<file path="config.mk">
export PLATFORM = sky130hd
export DESIGN_NAME = rmq_sqrt_cell
export DESIGN_NICKNAME = d
export VERILOG_FILES = /design/src/hdl/rmq_pkg.sv /design/src/hdl/rmq_sqrt_cell.sv
export SDC_FILE = /design/constraint.sdc
export NUM_CORES = 1
export LEC_CHECK = 0
export ABC_AREA = 1
export BUFFER_PORTS_ARGS = -buffer_cell sky130_fd_sc_hd__buf_2
export CORE_MARGIN = 3
export CORE_UTILIZATION = 30
export CTS_CLUSTER_DIAMETER = 150
export DETAILED_ROUTE_END_ITERATION = 16
export GPL_ROUTABILITY_DRIVEN = 0
export PLACE_DENSITY_LB_ADDON = 0.3
export SYNTH_ARGS = -nofsm -noshare
export SYNTH_HDL_FRONTEND = slang
export SYNTH_SLANG_ARGS = --single-unit
</file>
<file path="constraint.sdc">
create_clock -name clk -period 1.4 [get_ports clk]
set_input_delay 0.07 -clock clk [delete_from_list [all_inputs] [get_ports clk]]
set_output_delay 0.07 -clock clk [all_outputs]
set_load 0.05 [all_outputs]
</file>
<file path="src/hdl/rmq_pkg.sv">
// ----------------------------------------------------------------------------
// rmq_pkg - shared types and constants for rotation matrix to quaternion
// Field widths, branch codes and the off-diagonal sum width.
// ----------------------------------------------------------------------------
package rmq_pkg;

	localparam int FIELD_W = 18;
	localparam int FRAC_BITS_DEF = 16;

	// branch codes
	localparam logic [1:0] BR_TRACE = 2'd0;
	localparam logic [1:0] BR_M00 = 2'd1;
	localparam logic [1:0] BR_M11 = 2'd2;
	localparam logic [1:0] BR_M22 = 2'd3;

	// sums of off-diagonal pairs (19 bits signed)
	localparam int NUM_W = FIELD_W + 1;

endpackage

</file>
<file path="src/hdl/rmq_sqrt_cell.sv">
// ----------------------------------------------------------------------------
// rmq_sqrt_cell - one step of a restoring square root
// Retires one result bit per cycle while enabled and hands the partial state down the chain.
// ----------------------------------------------------------------------------
module rmq_sqrt_cell import rmq_pkg::*; #(
	parameter int RW = 36,
	parameter int QW = 18,
	parameter int DW = 64,
	parameter int STEP = 0
) (
	input  logic          clk,
	input  logic          arst_n,
	input  logic          en,
	input  logic          vld_in,
	input  logic [RW-1:0] rad_in,
	input  logic [QW-1:0] root_in,
	input  logic [RW-1:0] rem_in,
	input  logic [DW-1:0] side_in,
	output logic          vld_s1,
	output logic [RW-1:0] rad_s1,
	output logic [QW-1:0] root_s1,
	output logic [RW-1:0] rem_s1,
	output logic [DW-1:0] side_s1
);

	localparam int SH = RW - 2 - 2*STEP;

	logic [RW+1:0] cur;
	logic [RW+1:0] trial;
	logic          take;

	// bring in the next two radicand bits and try to subtract 4r+1
	always_comb begin
		cur = {rem_in, rad_in[SH +: 2]};
		trial = {root_in, 2'b01};
		take = cur >= trial;
	end

	always_ff @(posedge clk or negedge arst_n) begin
		if (!arst_n) begin
			vld_s1 <= 1'b0;
		end else if (en) begin
			vld_s1 <= vld_in;
		end
	end

	always_ff @(posedge clk) begin
		if (en) begin
			rad_s1 <= rad_in;
			side_s1 <= side_in;
			root_s1 <= {root_in[QW-2:0], take};
			rem_s1 <= take ? RW'(cur - trial) : RW'(cur);
		end
	end

endmodule

</file>
## After elaboration in Yosys (flattened, before gate mapping)

Index checks and enable logic that the tools add are counted.

| word-level totals | value |
|---|---|
| register bits | 155 |
| input bits | 158 |
| output and inout bits | 155 |
| logic and storage cells | 8 |

| cells by class | value |
|---|---|
| add/subtract/negate cells | 1 |
| order comparisons | 1 |
| multiplexer cells | 1 |

Operators by type and width:

| cell | count |
|---|---|
| $ge 38x20->1 | 1 |
| $mux 36 | 1 |
| $sub 36x20->36 | 1 |

## Logic depth before layout (Yosys ltp)

| logic depth | value |
|---|---|
| depth after elaboration | 2 |
| mapped depth | 15 |
| depth with buffers taken out | 14 |

## Worst setup path before layout

OpenSTA, ideal clock, no wires.

| timing | value |
|---|---|
| kind | input to register |
| from | input port root_in[1] |
| to | register rem_s1[9], data pin |
| library setup time | 257 ps |
| data arrival time | 1479 ps |
| required time | 1143 ps |
| setup slack | -336 ps |
| stages on the path | 13 |
| path buffers | 1 |
| cell sequence | inv_1 ha_1 nand2_1 nand3_2 nand2_1 nand2_1 nand2_1 nand2_1 nand2_1 nand2_2 nor2_8 buf_6 o21ai_2 |

| between the ends | value |
|---|---|
| word-level cells in the longest chain between the ends | 2 |
| elaborated cells on any way between the ends | 3 |
| those cells by class | add/sub: 1; order compare: 1; mux: 1 |

Ends and longest elaborated chain:

| what | RTL line | source |
|---|---|---|
| start, declared | rmq_sqrt_cell.sv:16 | `input logic [QW-1:0] root_in,` |
| $sub 36x20->36 or $ge 38x20->1 (tied branches) | rmq_sqrt_cell.sv:52, rmq_sqrt_cell.sv:36 |  |
| $mux 36 * | rmq_sqrt_cell.sv:52 | `rem_s1 <= take ? RW'(cur - trial) : RW'(cur);` |
| end signal, assigned | rmq_sqrt_cell.sv:52 |  |
| end, declared | rmq_sqrt_cell.sv:22 | `output logic [RW-1:0] rem_s1,` |

Mark *: on every way between the ends. The rest lies on a longest branch, timed or not.
A chain may end at the register's enable or synchronous reset.

## Final worst setup path

| timing | value |
|---|---|
| from | input port root_in[7] |
| to | register rem_s1[5], data pin |

| between the ends | value |
|---|---|
| word-level cells in the longest chain between the ends | 2 |

Ends and longest elaborated chain:

| what | RTL line | source |
|---|---|---|
| $ge 38x20->1 | rmq_sqrt_cell.sv:36 | `take = cur >= trial;` |
| $mux 36 | rmq_sqrt_cell.sv:52 |  |

Every way passes these cells.

==> impl_metrics.ini <==
[status]
status = finished, violations left
violations = negative setup slack

[timing]
setup_ws_ns = -0.168
setup_viol = 35
clock_skew_ns = 0
period_share_pct = 112
fmax_mhz = 638
rsz0062_at_grt = yes
relSlewSlack_pct = 65.9
hold_violations = 0
worst_slew_pin_slew_ns = 0.507
maxSlewViolCount = 0
period_needed_ns = 1.57

[grt]
grt_pass1_wl_mm = 41.6
grt_max_degree = 47
antenna_found_initial = 1
grt.overflow.total = 0
grt_usage_pct = 20.9
grt_pass1_vias = 7398

[worst_setup_path]
cp.required_ns = 1.58
crit_start = root_in[7]
r2r_end = vld_s1
worstPathMaxFanout = 7
crit_type = in2reg
cp-start-kind = input pin
path_depth = 15
timing.critical_path.to = rem_s1[5]
rrSetupSlack_ns = 0.63
r2r_cells = 1
crit_buf_inv = 5
crit-reg2reg-launch = vld_s1
worst_path_max_delay_cell = ha_4
critPathArrivalTime_ns = 1.74
endpoint_kind = register
crit_family = simple AND/OR/NAND/NOR gates
cp_slowest_stage_delay_ns = 0.21
cp_cell_sequence = buf_8 > inv_4 > ha_4 > nand2_4 > inv_4 > a21oi_4 > nor2_2 > nor2_2 > nand2_1 > nand2_1 > nand2_2 > nor2_8 > buf_6 > buf_12 > o21ai_2

[floorplanning]
dieWidth_um = 162
io_pins = 313
die_height_um = 162
die_area_um2 = 26100
start_util_pct = 30.8
num_rows = 56
core_area_um2 = 23600

[cts]
clock_path_buffers = 2
cts_root_buffer = clkbuf_16
numCtsBuffers = 17
ctsHtreeMaxLevel = 4
cts_tree = yes
clk_latency_ns = 0.42
clk_pin_slew_ns = 0.07
cts.sinks = 155

[synth]
yosys_register_bits = 155
seq_area_frac_synth_pct = 64.0
synth_edf_count = 154
synth_top_area_share_pct = 63.7
synthTopCellsByCount = nand2_1, edfxtp_1, inv_1, nor2_1, nand3_1
ys_types = 33
synth_area_um2 = 7260
synthTopCellsByArea = edfxtp_1, nand2_1, inv_1
ys_async_sr_fraction_pct = 0.645
netlist.top_cell.by_area = edfxtp_1
synth_area_per_cell_um2 = 10.8
syn_nets = 853
yosys_warnings = 0
synth_cells = 675
synth.most_common_cell = nand2_1
synth-main-ff-cell = edfxtp_1

[power]
leakage_nw = 6.01
p_per_area_nw_per_um2 = 1120
ir_worst_vdd_uv = 721

[cells_and_area]
final_area_um2 = 13100
num_antenna_cells = 0
nets = 1449
drive_gt1_share_pct = 48.7
syn2layout_area_growth_pct = 80.6
finalNonFillerCells = 1602

[placed_design]
io_buffers = 312
dp_hpwl_mm = 19.5
dp.cells = 1404
dpl_cell_area_um2 = 10200

[worst_hold_path]
hp-class = in2reg

[drt]
wl_mm = 27.6
vias = 7114
viasPerCell = 4.44
first_pass_iters = 5
routedWlPerCell_um = 17.2
antenna_left = 0
route.detailed.drc = 0
drt_iter0_drc = 445

[run]
drv_cap = 0
sequential cells by signal, indices dropped and copies added (netlist names):
register and cells:
rad_s1 36, rem_s1 36, root_s1 18, side_s1 64, vld_s1 1
worst min path at each step:
stage / start / end / slack, ns / cells past startpoint
after floorplan: arst_n / vld_s1 / -0.23 / 0
after global placement: arst_n / vld_s1 / -0.15 / 1
after detailed placement: arst_n / vld_s1 / -0.15 / 1
after CTS: rem_in[24] / rem_s1[26] / 0.005 / 3
after global routing: rem_in[24] / rem_s1[26] / 0.02 / 3
final: rem_in[29] / rem_s1[31] / 0.02 / 3
kinds of logic (layout without fill, tap and decap cells):
| family | count (synthesis) | after routing | synth area share (%) |
|---|---|---|---|
| simple gates | 332 | 332 | 19.5 |
| flops | 155 | 155 | 64.0 |
| buf+inv | 97 | 705 | 5.53 |
| compound gates | 52 | 52 | 5.10 |
| fa+ha+maj | 20 | 20 | 3.44 |
| xor+xnor | 18 | 18 | 2.27 |
| mux | 1 | 1 | 0.155 |
placed cells by master, fill, tap and decap left out, types with 27 or more instances in the layout:
cell | netlist | layout
nand2_4 | 1 | 27
nand2_1 | 204 | 164
edfxtp_1 | 154 | 154
nand3_1 | 35 | 32
nor2_1 | 59 | 49
buf_4 | 0 | 118
inv_1 | 91 | 72
buf_2 | 0 | 295
dlygate4sd3_1 | 0 | 136
where the power goes:
group | internal [W] | switching [W] | total (W)
sequential | 0.00559 | 0.000127 | 0.00572
clock | 0.00269 | 0.00207 | 0.00476
combinational | 0.00147 | 0.00271 | 0.00418
final cells by class:
class                      count  area (um2)
clock buffer                  17         425
clock inverter                14         173
fill                        2043       10500
inverter                      92         363
multi-input combinational    423        2870
sequential                   155        4650
tap                          319         399
timing repair buffer         582        4240
routing by layer:
layer / track usage [%] / part of all wire, %
met1: 24.6 / 39
met5: 0 / 0.073
met3: 5.10 / 7.1
met2: 38.2 / 52
met4: 5.35 / 2.1
repair_timing:
item / 4_1_cts / 5_1_grt
setup buffers: 24 / 4
gates cloned: 6 / 0
hold buffers: 136 / 0
pin swaps: 39 / 25
endpoints found under the setup margin: 36 / 37
resized for setup: 114 / 48
endpoints found under the hold margin: 135 / 0
metrics by stage:
stage / power [W] / TNS [ns] / worst slack, ns / util, % / hold WS (ns)
after CTS: 0.0147 / -0.564 / -0.0485 / 54.8 / 0.00474
after floorplan: 0.00807 / -7.70 / -0.244 / - / -0.226
after global routing: 0.0153 / -5.43 / -0.215 / 55.6 / 0.0152
after detailed placement: 0.00938 / -20.23 / -0.602 / 43.4 / -0.154
after global placement: 0.00936 / -18.06 / -0.547 / 43.4 / -0.155
final: 0.0147 / -3.77 / -0.168 / 55.6 / 0.0156
Note: power is estimated with default switching activity, not from simulation.
