`config.mk`:
```
export PLATFORM = sky130hd
export DESIGN_NAME = rmq_div_cell
export DESIGN_NICKNAME = d
export VERILOG_FILES = /design/src/hdl/rmq_pkg.sv /design/src/hdl/rmq_div_cell.sv
export SDC_FILE = /design/constraint.sdc
export NUM_CORES = 1
export LEC_CHECK = 0
export ABC_AREA = 0
export BUFFER_PORTS_ARGS = -buffer_cell sky130_fd_sc_hd__buf_2
export CAP_MARGIN = 25
export CORE_AREA = 5 5 333 335
export DETAILED_ROUTE_END_ITERATION = 12
export DIE_AREA = 0 0 338 340
export GPL_ROUTABILITY_DRIVEN = 0
export PLACE_DENSITY_LB_ADDON = 0.25
export SLEW_MARGIN = 20
export SYNTH_ARGS = -nofsm -noshare
export SYNTH_HDL_FRONTEND = slang
export SYNTH_SLANG_ARGS = --single-unit
export TNS_END_PERCENT = 20
```
`constraint.sdc`:
```
create_clock -name clk -period 1.3 [get_ports clk]
set_clock_uncertainty 0.2 [all_clocks]
set_input_delay 0.13 -clock clk [delete_from_list [all_inputs] [get_ports clk]]
set_output_delay 0.13 -clock clk [all_outputs]
set_load 0.02 [all_outputs]
```
`src/hdl/rmq_pkg.sv`:
```
// ----------------------------------------------------------------------------
// rmq_pkg - shared types and constants for rotation matrix to quaternion
// Field widths, branch codes and the off-diagonal sum width.
// ----------------------------------------------------------------------------
package rmq_pkg;

	localparam int FIELD_W = 18;
	localparam int FRAC_BITS_DEF = 16;

	// branch codes
	localparam logic [1:0] BR_TRACE = 2'd0;
	localparam logic [1:0] BR_M00 = 2'd1;
	localparam logic [1:0] BR_M11 = 2'd2;
	localparam logic [1:0] BR_M22 = 2'd3;

	// sums of off-diagonal pairs (19 bits signed)
	localparam int NUM_W = FIELD_W + 1;

endpackage

```
`src/hdl/rmq_div_cell.sv`:
```
// ----------------------------------------------------------------------------
// rmq_div_cell - one step of three parallel restoring dividers
// Shifts each dividend bit in, subtracts the shared divisor, hands on.
// ----------------------------------------------------------------------------
module rmq_div_cell import rmq_pkg::*; #(
	parameter int NW = 48,
	parameter int SW = 18,
	parameter int DW = 64,
	parameter int STEP = 0
) (
	input  logic                clk,
	input  logic                arst_n,
	input  logic                en,
	input  logic                vld_in,
	input  logic [SW-1:0]       dvs_in,
	input  logic [2:0][NW-1:0]  num_in,
	input  logic [2:0][NW-1:0]  quo_in,
	input  logic [2:0][SW:0]    rem_in,
	input  logic [DW-1:0]       side_in,
	output logic                vld_s1,
	output logic [SW-1:0]       dvs_s1,
	output logic [2:0][NW-1:0]  num_s1,
	output logic [2:0][NW-1:0]  quo_s1,
	output logic [2:0][SW:0]    rem_s1,
	output logic [DW-1:0]       side_s1
);

	localparam int BIT = NW - 1 - STEP;

	logic [2:0][SW+1:0] cur;
	logic [2:0]         take;

	// three lanes share the divisor
	always_comb begin
		for (int i = 0; i < 3; i++) begin
			cur[i] = {rem_in[i], num_in[i][BIT]};
			take[i] = cur[i] >= {2'b00, dvs_in};
		end
	end

	always_ff @(posedge clk or negedge arst_n) begin
		if (!arst_n) begin
			vld_s1 <= 1'b0;
		end else if (en) begin
			vld_s1 <= vld_in;
		end
	end

	always_ff @(posedge clk) begin
		if (en) begin
			dvs_s1 <= dvs_in;
			num_s1 <= num_in;
			side_s1 <= side_in;
			for (int i = 0; i < 3; i++) begin
				quo_s1[i] <= {quo_in[i][NW-2:0], take[i]};
				rem_s1[i] <= take[i] ? (SW+1)'(cur[i] - {2'b00, dvs_in})
					: (SW+1)'(cur[i]);
			end
		end
	end

endmodule

```
Word-level counts from Yosys, hierarchy flattened
Index checks and enable logic that the tools add are counted.
{"block": "totals", "regBits": 428, "in_bits": 431, "output_inout_bits": 428, "elab_cells": 21}
{"block": "classes", "addsub": 3, "order_cmp": 3, "mux": 3}
{"operator": "greater-or-equal comparator 20 x 18 -> 1 bit", "count": 3}
{"operator": "two-way mux 19 bit", "count": 3}
{"operator": "subtractor 19 x 18 -> 19 bit", "count": 3}

Longest topological paths before layout
{"block": "logic_depth", "depth_word": 2, "ltp_mapped": 13, "mapped_depth_nobuf": 10}

Worst setup path after synthesis
OpenSTA, ideal clock, no wires.
{"block": "synth_timing", "path_kind": "in2reg", "startpoint": "in num_in[143] (netlist name)", "endpoint": "reg rem_s1[52] (netlist name), data pin", "setup_ps": 260, "arrival_ps": 2263, "required_ps": 840, "slack_ps": -1423, "cell_stages": 13, "n_path_buf": 3, "cell_sequence": "inv_1 > ha_1 > fa_1 > and2b_1 > o31ai_2 > nand2_2 > o21ai_1 > a211o_1 > buf_6 > and2_4 > buf_6 > buf_6 > mux2_4"}
{"block": "synth_via", "elab_chain_len": 2, "elab_cells_between_ends": 3, "cone_classes": "add/sub (1); order compare (1); mux (1)"}
{"element": "from (decl)", "line": "rmq_div_cell.sv:16", "text": "input logic [2:0][NW-1:0] num_in,"}
{"element": "subtractor 19 x 18 -> 19 bit / greater-or-equal comparator 20 x 18 -> 1 bit (equally long branches)", "line": "rmq_div_cell.sv:56, rmq_div_cell.sv:37"}
{"element": "two-way mux 19 bit *", "line": "rmq_div_cell.sv:56", "text": "rem_s1[i] <= take[i] ? (SW+1)'(cur[i] - {2'b00, dvs_in})"}
{"element": "to (signal, indexed assignment)", "line": "rmq_div_cell.sv:56"}
{"element": "to (decl)", "line": "rmq_div_cell.sv:24", "text": "output logic [2:0][SW:0] rem_s1,"}
Every way passes the cells marked *; elsewhere a longest branch is shown, timed or not.
A chain may end at the register's enable or synchronous reset.

Worst setup path in the final report
{"block": "layout_timing", "startpoint": "in dvs_in[0]", "endpoint": "reg rem_s1[25] (netlist name), data pin"}
{"block": "layout_via", "elab_chain_len": 2, "elab_cells_between_ends": 3, "cone_classes": "add/sub (1); order compare (1); mux (1)"}
{"element": "from (decl)", "line": "rmq_div_cell.sv:15", "text": "input logic [SW-1:0] dvs_in,"}
{"element": "subtractor 19 x 18 -> 19 bit / greater-or-equal comparator 20 x 18 -> 1 bit (equally long branches)", "line": "rmq_div_cell.sv:56, rmq_div_cell.sv:37"}
{"element": "two-way mux 19 bit *", "line": "rmq_div_cell.sv:56"}
Marks and branches as above.

==> flow_summary.yaml <==
finish:
  area_growth_pct: 106
  final_core_util_pct: 31.6
  postLayoutCellArea_mm2: 0.0341
  nets: 3204
  layout_common_cells: "buf_2, dlygate4sd3_1, edfxtp_1, buf_4, buf_6"
  stdcell_count: 4182
  layout-drive-gt1-share_pct: 50.5
  final_common_cell: "buf_2"
detailed_routing:
  vias_per_cell: 3.76
  drt_iter0_drc: 643
  wl_per_cell_um: 19.9
  ant_nets: 0
  drc: 0
  vias: 15740
  routed_wl_um: 83300
  drt_pre_antenna_iters: 5
cts:
  cts_made_buffers: 52
  root_buffer: "clkbuf_16"
  clockBufferDepth: 3
  cts_htree_levels: 2
  cts_tree: "done"
  clk_pin_slew_ns: 0.05
  clk_latency_ns: 0.59
  clock_sinks: 428
timing:
  fin_crit_ns: 2.09
  hold_violations: 11
  worst_slack_ns: -0.792
  setup_viol: 488
  max_slew_margin_pct: 69.3
  fin_hold_ws_ns: -0.344
  rsz0062_at_grt: "true"
  max_slew.worst_pin.slew_ns: 0.455
  finalMaxSlewViolations: 0
  fin_crit_sh_pct: 161
  max_freq_ghz: 0.478
setup_path:
  r2r_slack_ns: 0.36
  r2r_cells: 1
  required_ns: 1.46
  cp_slowest_cell: "fa_2"
  path_cells: "buf_8 -> buf_6 -> ha_2 -> fa_2 -> nor2b_2 -> o31a_1 -> o31a_1 -> a21oi_4 -> o21ai_4 -> buf_12 -> mux2_2"
  endpoint: "rem_s1[25]$_DFFE_PP_"
  cp_data_arrival_time_ns: 2.25
  timing.rr.end: "vld_s1$_DFFE_PN0P_"
  crit_top_cell: "o31a_1"
  timing.setup.critical_path_class: "primary input to register"
  startpoint_type: "primary input"
  cpPeakStageDelay_ns: 0.36
  crit_fanout: 9
  r2r-start: "vld_s1$_DFFE_PN0P_"
  cp-end-kind: "register"
  crit_start: "dvs_in[0]"
global_routing:
  grt_use_met3_pct: 4.21
  antenna_found_initial: 32
  busiest_layer: "met2"
  grt_first_pass_wirelength_um: 114000
  grt_max_degree: 36
  globalRouteTotalUtil_pct: 13.5
  grtUsageMet2_pct: 24.5
  met1_usage_pct: 14.0
  grt_overflow: 0
  grt_pass1_vias: 17105
hold_path:
  min_path_type: "primary input to register"
  hp-start: "rem_in[28]"
status:
  status: "finished with violations"
  violations: "negative hold slack, negative setup slack"
floorplan:
  ioPinCount: 859
  initial_core_util_pct: 15.3
  num_rows: 121
  die_h_um: 340
  dieArea_mm2: 0.115
  die_x_um: 338
  core_area_mm2: 0.108
synthesis:
  async_flop_share_pct: 0.234
  syn_nets: 1453
  ys.flop_type: "edfxtp_1"
  synth-edff-count: 427
  ys_ff_latch: 428
  syn_area_mm2: 0.0165
  ys_warn_count: 0
  yosysUniqueCellTypes: 62
  syn_area_per_cell_um2: 17.1
  synthCells: 965
  yosysSeqAreaShare_pct: 77.7
place:
  io_buffers: 855
  placed_area_mm2: 0.0245
  post-place-ws_ns: -1.74
  dp_hpwl_um: 63900
  place_inst: 3454
pwr:
  peakVddDrop_mv: 0.868
  p_per_area_mw_per_mm2: 1220
  p_leak_nw: 14.2
run:
  drv_cap: 0
-- layout make-up --
class	count	area [um2]
sequential	428	12800
clock buffer	60	1350
multi-input combinational	484	4340
antenna	15	37.5
clock inverter	31	347
tap	1414	1770
fill	10776	73700
timing repair buffer	1718	13200
inverter	32	161
-- routing by layer --
metal | wire length, um | vias up
met5 | 144 | -
met4 | 4520 | 22
met3 | 6220 | 154
met2 | 42500 | 629
met1 | 30000 | 7643
li1 | - | 7292
-- sequential cells by signal (all words and copies together) (netlist names) --
register and flops:
dvs_s1 18, vld_s1 1, num_s1 144, rem_s1 57, side_s1 64, quo_s1 144
-- metrics by stage --
step | setup TNS [ns] | total power (W)
final | -112.84 | 0.0417
after global routing | -148.19 | 0.0436
after CTS | -143.53 | 0.0420
after detailed placement | -94.27 | 0.0246
after global placement | -92.64 | 0.0246
after floorplan | -65.37 | 0.0206
-- what timing repair did --
action	CTS	global route
setup endpoints to repair	488	488
setup buffers	18	15
cloned	2	2
pin swaps	48	59
endpoints found under the hold margin	853	20
hold buffers	583	4
resized for setup	282	157
-- synthesized netlist by cell type (all sizes together) (6+ instances only) --
master  number  share of area [%]
nand4       11               0.42
a21o        13               0.59
nor3         7               0.21
inv         32               0.73
buf          8               0.43
o21a         9               0.41
nand2b      10               0.38
ha          54                4.1
o21ai       53                1.7
nand2       42               0.97
edfxtp     427                 78
clkbuf      14               0.33
a31oi        6               0.23
o211ai       8               0.36
xor2        13               0.69
xnor2       30                1.6
mux2        23                1.6
nand3       21               0.64
nor2b        7               0.26
nor2        46                1.0
a21oi       59                1.9
-- power breakdown --
| group | switching (W) | total (W) | internal [W] |
|---|---|---|---|
| clock network | 0.00588 | 0.0147 | 0.00880 |
| registers | 0.000490 | 0.0172 | 0.0167 |
| logic | 0.00503 | 0.00986 | 0.00483 |
-- kinds of logic (layout without fill, tap and decap cells) --
group	after synthesis	in the layout	share of synthesized area, %
mux	25	25	1.76
fa+ha+maj	57	57	4.45
flops	428	428	77.7
buf+inv	54	1841	1.48
other cells	0	15	0
simple gates	169	170	4.99
compound gates	189	189	7.31
xor+xnor	43	43	2.28
-- worst min-delay path by stage --
| stage | slack (ns) | cells after the start | to |
|---|---|---|---|
| 2_1_floorplan | -0.37 | 0 | vld_s1$_DFFE_PN0P_ |
| 3_3_place_gp | -0.29 | 1 | vld_s1$_DFFE_PN0P_ |
| 3_5_place_dp | -0.28 | 1 | vld_s1$_DFFE_PN0P_ |
| 4_1_cts | -0.43 | 3 | rem_s1[17]$_DFFE_PP_ |
| 5_1_grt | -0.41 | 2 | rem_s1[29]$_DFFE_PP_ |
| 6_report | -0.34 | 2 | rem_s1[29]$_DFFE_PP_ |
-- worst max-delay path: cells and delay by family --
family / cells / cell delay (ns)
buf+inv: 3 / 0.38
mux: 1 / 0.33
simple gates: 1 / 0.15
compound gates: 4 / 0.72
fa+ha+maj: 2 / 0.54
Power figures use the tool's default switching activity.
